[src/hdl/mbrf_pkg.sv]
package mbrf_pkg;

   localparam int unsigned COUNT_LSB   = 24;
   localparam int unsigned BYTE_W      = 8;
   localparam int unsigned DATA_W      = 24;
   localparam int unsigned FREE_MARGIN = 3;

   localparam logic OP_WORD = 1'b0;
   localparam logic OP_READ = 1'b1;

   typedef struct packed {
      logic                op;
      logic [1:0]          count;
      logic [DATA_W-1:0]   bytes;
      logic                end_of_read;
   } cmd_type;

   typedef struct packed {
      logic                byte_valid;
      logic [BYTE_W-1:0]   read_byte;
      logic                fifo_empty;
      logic                mailbox_ack;
      logic                rx_irq_enabled;
   } rsp_type;

endpackage

[src/hdl/mbrf_req_if.sv]
interface mbrf_req_if;
   logic        valid;
   logic        ready;
   logic        opcode;
   logic [31:0] mailbox_word;
   logic        end_of_read;

   modport source (output valid, output opcode, output mailbox_word, output end_of_read,
                   input ready);
   modport sink   (input valid, input opcode, input mailbox_word, input end_of_read,
                   output ready);
endinterface

[src/hdl/mbrf_rsp_if.sv]
interface mbrf_rsp_if;
   logic       valid;
   logic       ready;
   logic       byte_valid;
   logic [7:0] read_byte;
   logic       fifo_empty;
   logic       mailbox_ack;
   logic       rx_irq_enabled;

   modport source (output valid, output byte_valid, output read_byte, output fifo_empty,
                   output mailbox_ack, output rx_irq_enabled, input ready);
   modport sink   (input valid, input byte_valid, input read_byte, input fifo_empty,
                   input mailbox_ack, input rx_irq_enabled, output ready);
endinterface

[src/hdl/mbrf_ram.sv]
module mbrf_ram #(
   parameter int unsigned WIDTH = 8,
   parameter int unsigned DEPTH = 128
) (
   input  logic                     clock,
   input  logic                     wr_en,
   input  logic [$clog2(DEPTH)-1:0] wr_addr,
   input  logic [WIDTH-1:0]         wr_data,
   input  logic                     rd_en,
   input  logic [$clog2(DEPTH)-1:0] rd_addr,
   output logic [WIDTH-1:0]         rd_data
);

   logic [WIDTH-1:0] mem [DEPTH];
   logic [WIDTH-1:0] rd_data_ff;

   always_ff @(posedge clock) begin
      if (wr_en) begin
         mem[wr_addr] <= wr_data;
      end
      if (rd_en) begin
         rd_data_ff <= mem[rd_addr];
      end
   end

   assign rd_data = rd_data_ff;

endmodule

[src/hdl/mbrf_front.sv]
module mbrf_front (
   input  logic             clock,
   input  logic             reset,
   mbrf_req_if.sink         req_port,
   output mbrf_pkg::cmd_type cmd_out,
   output logic             cmd_valid,
   input  logic             cmd_pop
);

   mbrf_pkg::cmd_type q_ff [2];
   logic              wr_ptr_ff, wr_ptr_in;
   logic              rd_ptr_ff, rd_ptr_in;
   logic [1:0]        cnt_ff, cnt_in;
   mbrf_pkg::cmd_type cmd_new;
   logic              push;
   logic              pop;

   // decode the transfer into a command
   always_comb begin
      cmd_new.op          = req_port.opcode;
      cmd_new.count       = req_port.mailbox_word[mbrf_pkg::COUNT_LSB +: 2];
      cmd_new.bytes       = req_port.mailbox_word[mbrf_pkg::DATA_W-1:0];
      cmd_new.end_of_read = req_port.end_of_read;
   end

   assign req_port.ready = (cnt_ff != 2'd2);
   assign push           = req_port.valid && req_port.ready;
   assign pop            = cmd_pop && (cnt_ff != 2'd0);
   assign cmd_valid      = (cnt_ff != 2'd0);
   assign cmd_out        = q_ff[rd_ptr_ff];

   always_comb begin
      wr_ptr_in = push ? ~wr_ptr_ff : wr_ptr_ff;
      rd_ptr_in = pop ? ~rd_ptr_ff : rd_ptr_ff;
      cnt_in    = cnt_ff + 2'(push) - 2'(pop);
   end

   always_ff @(posedge clock) begin
      if (reset) begin
         wr_ptr_ff <= 1'b0;
         rd_ptr_ff <= 1'b0;
         cnt_ff    <= 2'd0;
      end else begin
         wr_ptr_ff <= wr_ptr_in;
         rd_ptr_ff <= rd_ptr_in;
         cnt_ff    <= cnt_in;
      end
   end

   always_ff @(posedge clock) begin
      if (push) begin
         q_ff[wr_ptr_ff] <= cmd_new;
      end
   end

endmodule

[src/hdl/mbrf_back.sv]
module mbrf_back #(
   parameter int unsigned FIFO_DEPTH = 128
) (
   input  logic              clock,
   input  logic              reset,
   input  mbrf_pkg::cmd_type cmd_in,
   input  logic              cmd_valid,
   output logic              cmd_pop,
   mbrf_rsp_if.source        rsp_port
);

   localparam int unsigned PTR_W = $clog2(FIFO_DEPTH);
   localparam int unsigned CNT_W = $clog2(FIFO_DEPTH + 1);
   localparam logic [PTR_W-1:0] LAST_IDX  = PTR_W'(FIFO_DEPTH - 1);
   localparam logic [CNT_W-1:0] FULL_CNT  = CNT_W'(FIFO_DEPTH);
   // free slots > margin  <=>  fill < depth - margin
   localparam logic [CNT_W-1:0] ACK_LIMIT = CNT_W'(FIFO_DEPTH - mbrf_pkg::FREE_MARGIN);

   localparam logic [1:0] S_IDLE     = 2'd0;
   localparam logic [1:0] S_PUSH     = 2'd1;
   localparam logic [1:0] S_WORD_END = 2'd2;
   localparam logic [1:0] S_READ     = 2'd3;

   logic [1:0]                  state_ff, state_in;
   logic [PTR_W-1:0]            head_ff, head_in;
   logic [PTR_W-1:0]            tail_ff, tail_in;
   logic [CNT_W-1:0]            fill_ff, fill_in;
   logic                        pend_ff, pend_in;
   logic                        irq_en_ff, irq_en_in;
   logic [1:0]                  rem_ff, rem_in;
   logic [mbrf_pkg::DATA_W-1:0] bytes_ff, bytes_in;
   logic                        eor_ff, eor_in;
   logic                        rsp_valid_ff, rsp_valid_in;
   mbrf_pkg::rsp_type           rsp_data_ff, rsp_data_in;

   logic                        wr_en;
   logic                        rd_en;
   logic [mbrf_pkg::BYTE_W-1:0] rd_data;
   logic [CNT_W-1:0]            fill_dec;
   logic                        release_rd;

   mbrf_ram #(
      .WIDTH (mbrf_pkg::BYTE_W),
      .DEPTH (FIFO_DEPTH)
   ) u_ram (
      .clock   (clock),
      .wr_en   (wr_en),
      .wr_addr (tail_ff),
      .wr_data (bytes_ff[mbrf_pkg::BYTE_W-1:0]),
      .rd_en   (rd_en),
      .rd_addr (head_ff),
      .rd_data (rd_data)
   );

   assign fill_dec   = fill_ff - CNT_W'(1);
   assign release_rd = eor_ff && pend_ff && (fill_dec < ACK_LIMIT);

   always_comb begin
      state_in     = state_ff;
      head_in      = head_ff;
      tail_in      = tail_ff;
      fill_in      = fill_ff;
      pend_in      = pend_ff;
      irq_en_in    = irq_en_ff;
      rem_in       = rem_ff;
      bytes_in     = bytes_ff;
      eor_in       = eor_ff;
      rsp_valid_in = rsp_valid_ff && !rsp_port.ready;
      rsp_data_in  = rsp_data_ff;
      cmd_pop      = 1'b0;
      wr_en        = 1'b0;
      rd_en        = 1'b0;

      case (state_ff)
         S_IDLE: begin
            // take a command only once the output register is free
            if (cmd_valid && !rsp_valid_ff) begin
               cmd_pop = 1'b1;
               eor_in  = cmd_in.end_of_read;
               if (cmd_in.op == mbrf_pkg::OP_WORD) begin
                  if (irq_en_ff) begin
                     rem_in   = cmd_in.count;
                     bytes_in = cmd_in.bytes;
                     state_in = (cmd_in.count == 2'd0) ? S_WORD_END : S_PUSH;
                  end else begin
                     // masked: word dropped
                     rsp_valid_in               = 1'b1;
                     rsp_data_in.byte_valid     = 1'b0;
                     rsp_data_in.read_byte      = '0;
                     rsp_data_in.fifo_empty     = (fill_ff == '0);
                     rsp_data_in.mailbox_ack    = 1'b0;
                     rsp_data_in.rx_irq_enabled = irq_en_ff;
                  end
               end else if (fill_ff != '0) begin
                  rd_en    = 1'b1;
                  state_in = S_READ;
               end else begin
                  // empty read still runs the end-of-batch release test
                  rsp_valid_in               = 1'b1;
                  rsp_data_in.byte_valid     = 1'b0;
                  rsp_data_in.read_byte      = '0;
                  rsp_data_in.fifo_empty     = 1'b1;
                  rsp_data_in.mailbox_ack    = 1'b0;
                  rsp_data_in.rx_irq_enabled = irq_en_ff;
                  if (cmd_in.end_of_read && pend_ff && (fill_ff < ACK_LIMIT)) begin
                     pend_in                    = 1'b0;
                     irq_en_in                  = 1'b1;
                     rsp_data_in.mailbox_ack    = 1'b1;
                     rsp_data_in.rx_irq_enabled = 1'b1;
                  end
               end
            end
         end
         S_PUSH: begin
            // one byte per cycle, dropped when full
            if (fill_ff != FULL_CNT) begin
               wr_en   = 1'b1;
               tail_in = (tail_ff == LAST_IDX) ? '0 : tail_ff + PTR_W'(1);
               fill_in = fill_ff + CNT_W'(1);
            end
            bytes_in = bytes_ff >> mbrf_pkg::BYTE_W;
            rem_in   = rem_ff - 2'd1;
            if (rem_ff == 2'd1) begin
               state_in = S_WORD_END;
            end
         end
         S_WORD_END: begin
            rsp_valid_in           = 1'b1;
            rsp_data_in.byte_valid = 1'b0;
            rsp_data_in.read_byte  = '0;
            rsp_data_in.fifo_empty = (fill_ff == '0);
            if (fill_ff < ACK_LIMIT) begin
               rsp_data_in.mailbox_ack    = 1'b1;
               rsp_data_in.rx_irq_enabled = irq_en_ff;
            end else begin
               pend_in                    = 1'b1;
               irq_en_in                  = 1'b0;
               rsp_data_in.mailbox_ack    = 1'b0;
               rsp_data_in.rx_irq_enabled = 1'b0;
            end
            state_in = S_IDLE;
         end
         S_READ: begin
            head_in                    = (head_ff == LAST_IDX) ? '0 : head_ff + PTR_W'(1);
            fill_in                    = fill_dec;
            rsp_valid_in               = 1'b1;
            rsp_data_in.byte_valid     = 1'b1;
            rsp_data_in.read_byte      = rd_data;
            rsp_data_in.fifo_empty     = (fill_dec == '0);
            rsp_data_in.mailbox_ack    = release_rd;
            rsp_data_in.rx_irq_enabled = irq_en_ff || release_rd;
            if (release_rd) begin
               pend_in   = 1'b0;
               irq_en_in = 1'b1;
            end
            state_in = S_IDLE;
         end
         default: begin
            state_in = S_IDLE;
         end
      endcase
   end

   always_ff @(posedge clock) begin
      if (reset) begin
         state_ff     <= S_IDLE;
         head_ff      <= '0;
         tail_ff      <= '0;
         fill_ff      <= '0;
         pend_ff      <= 1'b0;
         irq_en_ff    <= 1'b1;
         rem_ff       <= 2'd0;
         eor_ff       <= 1'b0;
         rsp_valid_ff <= 1'b0;
      end else begin
         state_ff     <= state_in;
         head_ff      <= head_in;
         tail_ff      <= tail_in;
         fill_ff      <= fill_in;
         pend_ff      <= pend_in;
         irq_en_ff    <= irq_en_in;
         rem_ff       <= rem_in;
         eor_ff       <= eor_in;
         rsp_valid_ff <= rsp_valid_in;
      end
   end

   always_ff @(posedge clock) begin
      bytes_ff    <= bytes_in;
      rsp_data_ff <= rsp_data_in;
   end

   assign rsp_port.valid          = rsp_valid_ff;
   assign rsp_port.byte_valid     = rsp_data_ff.byte_valid;
   assign rsp_port.read_byte      = rsp_data_ff.read_byte;
   assign rsp_port.fifo_empty     = rsp_data_ff.fifo_empty;
   assign rsp_port.mailbox_ack    = rsp_data_ff.mailbox_ack;
   assign rsp_port.rx_irq_enabled = rsp_data_ff.rx_irq_enabled;

endmodule

[src/hdl/mailbox_byte_receive_fifo_unit.sv]
// Mailbox word to byte FIFO with receive flow control.
// req_port: opcode 0 delivers a mailbox word (count in bits 25:24, up to three
//   bytes in bits 23:0, low byte first); opcode 1 pops one byte, end_of_read
//   marks the last request of a read batch.
// rsp_port: exactly one result per request, in request order: popped byte and
//   its valid flag, FIFO empty, mailbox release and the interrupt enable.
// A two-entry command queue sits in front of the executing back end, so
//   requests are taken while the back end works or a result waits.
// Execution: a word writes its bytes to the FIFO RAM one byte per cycle and
//   then gives its result; a read gives its byte through the registered RAM
//   read. One request is executed at a time and the back end takes the next
//   one only after the result register has emptied.
// Reset empties the FIFO, clears the pending release and enables the
//   interrupt; FIFO RAM contents are not cleared.
// When the receiver stalls, the result holds in the output register and the
//   back end stops; requests keep being taken until the queue is full.
module mailbox_byte_receive_fifo_unit #(
   parameter int unsigned FIFO_DEPTH = 128
) (
   input  logic       clock,
   input  logic       reset,
   mbrf_req_if.sink   req_port,
   mbrf_rsp_if.source rsp_port
);

   mbrf_pkg::cmd_type cmd;
   logic              cmd_valid;
   logic              cmd_pop;

   mbrf_front u_front (
      .clock     (clock),
      .reset     (reset),
      .req_port  (req_port),
      .cmd_out   (cmd),
      .cmd_valid (cmd_valid),
      .cmd_pop   (cmd_pop)
   );

   mbrf_back #(
      .FIFO_DEPTH (FIFO_DEPTH)
   ) u_back (
      .clock     (clock),
      .reset     (reset),
      .cmd_in    (cmd),
      .cmd_valid (cmd_valid),
      .cmd_pop   (cmd_pop),
      .rsp_port  (rsp_port)
   );

endmodule

[src/flat_wrapper.sv]
// flat-port wrapper written by rule: the top's interface ports become plain ports
module mailbox_byte_receive_fifo_unit_flat 
#(
   parameter int unsigned FIFO_DEPTH = 128
)
  (clock, reset, req_port_valid, req_port_opcode, req_port_mailbox_word, req_port_end_of_read, req_port_ready, rsp_port_valid, rsp_port_byte_valid, rsp_port_read_byte, rsp_port_fifo_empty, rsp_port_mailbox_ack, rsp_port_rx_irq_enabled, rsp_port_ready);
  mbrf_req_if req_port_i ();
  mbrf_rsp_if rsp_port_i ();
  input  logic clock;
  input  logic reset;
  input wire logic [$bits(req_port_i.valid)-1:0] req_port_valid;
  input wire logic [$bits(req_port_i.opcode)-1:0] req_port_opcode;
  input wire logic [$bits(req_port_i.mailbox_word)-1:0] req_port_mailbox_word;
  input wire logic [$bits(req_port_i.end_of_read)-1:0] req_port_end_of_read;
  output wire logic [$bits(req_port_i.ready)-1:0] req_port_ready;
  output wire logic [$bits(rsp_port_i.valid)-1:0] rsp_port_valid;
  output wire logic [$bits(rsp_port_i.byte_valid)-1:0] rsp_port_byte_valid;
  output wire logic [$bits(rsp_port_i.read_byte)-1:0] rsp_port_read_byte;
  output wire logic [$bits(rsp_port_i.fifo_empty)-1:0] rsp_port_fifo_empty;
  output wire logic [$bits(rsp_port_i.mailbox_ack)-1:0] rsp_port_mailbox_ack;
  output wire logic [$bits(rsp_port_i.rx_irq_enabled)-1:0] rsp_port_rx_irq_enabled;
  input wire logic [$bits(rsp_port_i.ready)-1:0] rsp_port_ready;
  assign req_port_i.valid = req_port_valid;
  assign req_port_i.opcode = req_port_opcode;
  assign req_port_i.mailbox_word = req_port_mailbox_word;
  assign req_port_i.end_of_read = req_port_end_of_read;
  assign req_port_ready = req_port_i.ready;
  assign rsp_port_valid = rsp_port_i.valid;
  assign rsp_port_byte_valid = rsp_port_i.byte_valid;
  assign rsp_port_read_byte = rsp_port_i.read_byte;
  assign rsp_port_fifo_empty = rsp_port_i.fifo_empty;
  assign rsp_port_mailbox_ack = rsp_port_i.mailbox_ack;
  assign rsp_port_rx_irq_enabled = rsp_port_i.rx_irq_enabled;
  assign rsp_port_i.ready = rsp_port_ready;
  mailbox_byte_receive_fifo_unit #(.FIFO_DEPTH(FIFO_DEPTH)) u_core (.clock(clock), .reset(reset), .req_port(req_port_i), .rsp_port(rsp_port_i));
endmodule
[config.mk]
export PLATFORM = sky130hd
export DESIGN_NAME = mailbox_byte_receive_fifo_unit_flat
export DESIGN_NICKNAME = d
export VERILOG_FILES = /design/src/hdl/mbrf_pkg.sv /design/src/hdl/mbrf_req_if.sv /design/src/hdl/mbrf_rsp_if.sv /design/src/hdl/mbrf_ram.sv /design/src/hdl/mbrf_front.sv /design/src/hdl/mbrf_back.sv /design/src/hdl/mailbox_byte_receive_fifo_unit.sv /design/src/flat_wrapper.sv
export SDC_FILE = /design/constraint.sdc
export NUM_CORES = 1
export LEC_CHECK = 0
export BUFFER_PORTS_ARGS = -buffer_cell sky130_fd_sc_hd__buf_2
export CORE_UTILIZATION = 51
export DETAILED_ROUTE_END_ITERATION = 6
export PLACE_DENSITY = 0.67
export SLEW_MARGIN = 15
export SYNTH_ARGS = -nofsm -noshare
export SYNTH_HDL_FRONTEND = slang
export SYNTH_SLANG_ARGS = --single-unit
[constraint.sdc]
create_clock -name clock -period 3 [get_ports clock]
set_input_delay 0.15 -clock clock [delete_from_list [all_inputs] [get_ports clock]]
set_output_delay 0.15 -clock clock [all_outputs]
set_load 0.005 [all_outputs]
==> flow_metrics.tcl, run 1 <==
set metrics [dict create \
    run_status "finished, violations left" \
    violated_checks "DRC" \
    routed_via_density 6.018 \
    dp_hpwl_mm 65.70 \
    cts_sinks 1159 \
    io_port_bufs 45 \
    clkPwrFrac_pct 34.3 \
    vias_in_the_first_global_route 23980 \
    yosys.area_share.simple_pct 3.654 \
    sort_of_element_at_the_start_of_the_critical_path "register" \
    io_pins 52 \
    postCtsResizedCells 0 \
    multi_input_comb_area_um2 10210 \
    rsz0062_at_grt "false" \
    area_delta_synth_final_pct 15.61 \
    critical_path.reg2reg.startpoint "u_core.u_back.head_ff[0]" \
    gr-total-overflow 0 \
    synth-seq-cells 1159 \
    end_kind "register" \
    final_period_minus_worst_setup_slack_ns 2.905 \
    routabilityCongestion 0.8962 \
    first_iter_violations 2636 \
    setup_violations 0 \
    final.hold.worst_slack_ns 0.1923 \
    synth-async-reset-ratio_pct 0 \
    cts_made_buffers 113 \
    fmax_mhz 344.3 \
    fin_skew_ns 0.04892 \
    cts.reportedPaths.clkPinSlew_ns 0.07 \
    post-route-period-util_pct 96.82 \
    nFillCells 6334 \
    wl_mm 107.2 \
    netlist_instances 2375 \
    slew_violations 0 \
    floorplan.initialDensity_pct 51.46 \
    die-height_um 300.6 \
    pwr-share-comb_pct 12.1 \
    synth_ff_type "edfxtp_1" \
    drt.antenna.violating_nets 0 \
    cellPowerDensity_nw_per_um2 736.9 \
    reg2reg_slack_ns 0.1 \
    leakagePower_uw 0.01647 \
    first_pass_grt_wire_length_mm 158.0 \
    postLayoutSetupSlackWorst_ns 0.09530 \
    crit_end "u_core.u_back.u_ram.rd_data[2]" \
    clock_tree.buffer_depth 3 \
    grt_max_degree 129 \
    drt_first_pass_iters 7 \
    initial_antenna_violation_count 0 \
    routed-via-count 23830 \
    dieArea_um2 90370 \
    synth_seq_area_share_pct 75.76 \
    cts-htree-levels 3 \
    hold_path.class "primary input to register" \
    fraction_of_the_mapped_netlist_area_in_adder_cells_pct 0.2751 \
    rr_endpoint "u_core.u_back.u_ram.rd_data[2]" \
    fin_nets 2750 \
    cp_data_arrival_time_ns 3.37 \
    final_layout_size_suffix_gt1_share_pct 24.96 \
    combinational_family_with_the_most_area_after_synthesis "multiplexers" \
    max-vdd-ir-drop_mv 0.8292 \
    fraction_of_synthesized_cell_area_in_xor_and_xnor_cells_pct 0.4815 \
    synth.distinct_cells 74 \
    core_region_area_um2 88370 \
    startpoint "u_core.u_back.head_ff[0]" \
    worstMarginPinSlew_ns 1.044 \
    count_of_flip_flops_with_a_built_in_enable_after_synthesis 1124 \
    critical_path.max_fanout 10 \
    compound_gate_portion_of_the_synthesized_area_pct 4.009 \
    track_usage_pct 23.95 \
    timing.max_slew.rel_slack_pct 30.14 \
    power.internal_uw 29080 \
    worst_r2r_path_depth 7 \
    die_w_um 300.6 \
    cts_root_buffer "clkbuf_16" \
    detail_route.wl_per_cell_um 27.08 \
    tritoncts_clock_tree "built" \
    power_switching_uw 9664 \
    detail_route.drc_violations 1 \
    synthTopCellsByArea "edfxtp_1 (74%), mux4_2 (9.3%), mux2i_1 (4.4%), nor2_1 (1.6%), dfxtp_1 (1.5%)" \
    yosys_warnings 0 \
    cell_type_contributing_the_most_total_cell_area_after_synthesis "edfxtp_1" \
    synth.top_cell.area_share_pct 74.22 \
    power.switching_fraction_pct 24.95 \
    synthMuxAreaShare_pct 14.01 \
    max_cap_viol 0 \
    synth_nets 2423 \
    pre_cts_ws_ns -0.01625 \
    std_cell_rows 109 \
    final-hold-violation-count 0 \
    register_area_um2 34460 \
    netlist_area_before_placement_um2 45480 \
    cp_data_required_time_ns 3.46 \
    seq_power_share_pct 53.6 \
    postSynthAreaPerCell_um2 19.15 \
    worstSkewPairLatency_ns 0.71 \
    path_class "register to register" \
]
## metrics by stage
step                      setup TNS (ns)  util [%]  std cells  area (um2)  total power [uW]
after global placement                 0     55.15       3716       48740             25460
after CTS                              0     59.47       3957       52550             38940
final                                  0     59.49       3959       52580             38740
after global routing                   0     59.49       3958       52570             39930
after detailed placement        -0.01625     55.15       3716       48740             25770
after floorplan                        0         -       2375       45480             23700
## layer usage
metal  vias up  wire, um  GRT usage, %
li1      10300         -             -
met1     12320     43810         33.78
met2      1015     51570         37.94
met3       191      8187         3.975
met4         0      3660         8.774
met5         -         0             0
## state kept, by name (all words and copies together), names as in the netlist, 7 cells and up, named ones only
name,flops
u_core.u_back.rsp_port.read_byte,8
u_core.u_back.tail_ff,7
u_core.u_back.u_ram.mem,1024
u_core.u_back.bytes_ff,24
u_core.u_back.u_ram.rd_data,8
u_core.u_back.fill_ff,8
u_core.u_back.head_ff,7
u_core.u_front.q_ff,56
## cells in the final DEF (no fill, tap or decap), drive strengths merged, types with 21 or more instances in the layout
master / instances
a21oi: 34
edfxtp: 1124
o22ai: 26
clkbuf: 137
nand3: 25
mux4: 187
dfxtp: 35
buf: 316
a211oi: 21
o21ai: 40
a22oi: 33
nor2: 190
mux2i: 198
clkinv: 60
dlygate4sd3: 32
nand2: 86
## how the worst min path moves through the flow
stage,endpoint,depth (start not counted),from,slack [ns]
after detailed placement,u_core.u_front.q_ff[1][0],1,req_port_end_of_read,0.34
final,u_core.u_front.q_ff[1][9],2,req_port_mailbox_word[8],0.19
after floorplan,u_core.u_front.q_ff[0][0],0,req_port_end_of_read,0.25
after global routing,u_core.u_front.q_ff[0][14],2,req_port_mailbox_word[13],0.19
after global placement,u_core.u_front.q_ff[0][3],1,req_port_mailbox_word[2],0.34
after CTS,u_core.u_front.q_ff[1][0],2,req_port_end_of_read,0.15
## critical path, cell delays in order, from the launching register on
cell       delay [ns]
dfxtp_4          0.53
buf_12           0.18
buf_4            0.18
mux4_2           0.54
a22o_1           0.26
a2111oi_0        0.47
a211oi_1         0.25
o32a_1           0.23
## timing repair
action / in CTS / in global routing
hold buffers: 32 / 0
setup endpoints to repair: 2 / 1
endpoints found under the hold margin: 77 / 0
buffers inserted: 3 / 1
## cells in the mapped netlist (all sizes together), types with 7 or more instances
cell type  count
a22oi         33
and3          13
nand4          8
a211oi        21
mux2          16
o22ai         26
edfxtp      1124
o21ai         40
dfxtp         35
xor2          10
o221ai        16
a31oi         19
clkbuf        49
nor2         190
nand3         25
mux4         187
ha            10
a2111oi       11
a22o          11
buf           87
a21oi         34
xnor2         15
nor2b         17
a221oi         7
nand2         86
inv           13
mux2i        198
## power by group through the flow
stage / clock network (uW) / logic, uW / registers (uW)
final: 13300 / 4680 / 20800
after detailed placement: 0 / 4670 / 21100
after global placement: 0 / 4390 / 21100
after CTS: 13500 / 4710 / 20800
after floorplan: 0 / 1430 / 22300
after global routing: 14100 / 5040 / 20800
## area by class of cell
| class | instances | area share, % |
|---|---|---|
| Antenna cell | 1 | 0.004760 |
| Clock buffer | 137 | 5.631 |
| Clock inverter | 69 | 0.9448 |
| Inverter | 13 | 0.09281 |
| Multi-Input combinational cell | 1067 | 19.43 |
| Sequential cell | 1159 | 65.55 |
| Tap cell | 1165 | 2.772 |
| Timing Repair Buffer | 348 | 5.574 |
## cell families after synthesis
kind of cell,after synthesis
flops,1159
mux,401
simple gates,374
compound gates,257
buf+inv,149
xor+xnor,25
fa+ha+maj,10
Power figures use the tool's default switching activity.
==> run 2: changes to the inputs <==
- BUFFER_PORTS_ARGS: -buffer_cell sky130_fd_sc_hd__buf_2 -> -buffer_cell sky130_fd_sc_hd__clkbuf_2
- SKIP_LAST_GASP: not set -> 1
==> run 2 against run 1 <==
  * The flow now finishes without violations
  * Combinational power about the same
  * Clock-buffer cell count is 8 higher
  * Sequential power hardly changed
  * Final cell count is 0.63% higher
  * Worst setup slack improved by 0.011 ns
  * Sequential cell count did not move
  * Die area unchanged
  * Largest cell class unchanged
==> flow_metrics.tcl, run 2 (synthesized netlist as in run 1, its figures left out) <==
set metrics [dict create \
    cts_made_buffers 114 \
    std_cell_rows 109 \
    largest_reg_flops 1024 \
    vias_in_the_first_global_route 24270 \
    drt_first_pass_iters 7 \
    tns_ns 0 \
    dp_hpwl_mm 67.31 \
    routabilityCongestion 0.9307 \
    track_usage_pct 24.00 \
    grt_max_degree 129 \
    path_class "register to register" \
    initial_antenna_violation_count 1 \
    worst_path_largest_cell_delay_ns 0.65 \
    die_w_um 300.6 \
    largest_registers "u_core.u_back.u_ram.mem: 1024 flops, u_core.u_front.q_ff: 56 flops, u_core.u_back.bytes_ff: 24 flops" \
    biggest_register "u_core.u_back.u_ram.mem" \
    final_cell_mix "edfxtp_1 (1,124), buf_4 (267), mux2i_1 (198)" \
    cts_sinks 1159 \
    worstMarginPinSlew_ns 1.193 \
    cts-htree-levels 3 \
    cts_root_buffer "clkbuf_16" \
    sort_of_element_at_the_start_of_the_critical_path "register" \
    max_cap_viol 0 \
    detail_route.drc_violations 0 \
    multi_input_comb_area_um2 10210 \
    io_port_bufs 45 \
    drt.antenna.violating_nets 0 \
    rsz0062_at_grt "false" \
    floorplan.initialDensity_pct 51.46 \
    die-height_um 300.6 \
    cts.reportedPaths.clkPinSlew_ns 0.06 \
    leakagePower_uw 0.01666 \
    gr-total-overflow 0 \
    nFillCells 6320 \
    detail_route.wl_per_cell_um 26.92 \
    clock_tree.buffer_depth 3 \
    final_period_minus_worst_setup_slack_ns 2.894 \
    slew_violations 0 \
    end_kind "register" \
    area_delta_synth_final_pct 16.33 \
    timing.max_slew.rel_slack_pct 20.49 \
    most_frequent_standard_cell_in_the_layout_excluding_fill_and_tap_cells "edfxtp_1" \
    setup_violations 0 \
    finalPower_uw 38830 \
    run_status "finished, final reports clean" \
    register_area_um2 34460 \
    core_region_area_um2 88370 \
    final_layout_size_suffix_gt1_share_pct 25.73 \
    cellPowerDensity_nw_per_um2 734.0 \
    critical_path.max_fanout 7 \
    max-vdd-ir-drop_mv 0.9112 \
    tritoncts_clock_tree "built" \
    routed-via-count 24020 \
    crit_slowest_cell "a2111oi_0" \
    wl_mm 107.2 \
    path_cells "buf_12 > mux4_2 > a22o_1 > a2111oi_0 > buf_4 > a211oi_1 > o32a_1" \
    final-hold-violation-count 0 \
    hold_path.class "primary input to register" \
    cp_data_required_time_ns 3.44 \
    first_iter_violations 2718 \
    fin_skew_ns 0.03027 \
    first_pass_grt_wire_length_mm 158.1 \
    io_pins 52 \
    cp_data_arrival_time_ns 3.33 \
    routed_via_density 6.028 \
    final.hold.worst_slack_ns 0.1010 \
    fin_nets 2781 \
    fmax_mhz 345.6 \
    dieArea_um2 90370 \
    worstSkewPairLatency_ns 0.69 \
    post-route-period-util_pct 96.46 \
]
[run 2: cell count changes in the layout (fill, tap and decap cells not counted), sizes merged]
cell,before,now
buf,316,303
bufinv,5,6
clkbuf,137,190
clkinv,60,46
dlygate4sd3,32,30
[run 2: routing by layer]
layer | GRT usage [%] | up-vias | part of all wire [%] | wire (um)
met5 | 0 | - | 0 | 0
met4 | 9.814 | 0 | 3.7 | 4009
met3 | 3.838 | 208 | 7.6 | 8196
met2 | 38.38 | 1018 | 48 | 51800
met1 | 33.19 | 12430 | 40 | 43240
li1 | - | 10360 | - | -
[run 2: worst paths after layout]
check                                         startpoint                             end  slack, ns  cells past startpoint
worst max register to register  u_core.u_back.head_ff[0]  u_core.u_back.u_ram.rd_data[2]       0.11                      7
worst min register to register   u_core.u_back.rem_ff[1]         u_core.u_back.rem_ff[1]       0.50                      2
worst max-delay path            u_core.u_back.head_ff[0]  u_core.u_back.u_ram.rd_data[2]       0.11                      7
worst min-delay path                               reset        u_core.u_front.rd_ptr_ff       0.10                      2
[run 2: timing repair]
item                                   CTS  global route
setup buffers                            1             9
hold buffers                            30             0
resized for setup                        0             0
setup endpoints to repair                3             5
gates cloned                             0             0
endpoints found under the hold margin   58             0
[run 2: through the flow]
step	utilization (%)	setup slack (ns)	std cells	cell area, um2
2_1_floorplan	-	0.3347	2375	45480
3_3_place_gp	55.44	-0.001045	3742	49000
3_5_place_dp	55.44	-0.02991	3742	49000
4_1_cts	59.73	0.03862	3974	52780
5_1_grt	59.86	0.02644	3983	52900
6_report	59.86	0.1063	3984	52900
[run 2: final cells by class]
cell class | instances | area share (%)
Timing Repair Buffer | 378 | 6.159
Clock buffer | 145 | 5.728
Sequential cell | 1159 | 65.15
Tap cell | 1165 | 2.755
Antenna cell | 1 | 0.004730
Clock inverter | 56 | 0.8065
Multi-Input combinational cell | 1067 | 19.31
Inverter | 13 | 0.09224
[run 2: power by group]
group,switching [uW],internal (uW),total [uW],leakage [uW]
clock network,5750,7590,13300,0.00170
logic,3500,1150,4650,0.00453
registers,276,20600,20800,0.0104
total,9530,29300,38800,0.0167
[run 2: critical path, delay by kind of cell, from the launching register on]
family | cells | cell delay, ns
AOI/OAI and AO/OA | 4 | 1.26
muxes | 1 | 0.51
DFF | 1 | 0.48
buffers and inverters | 2 | 0.39
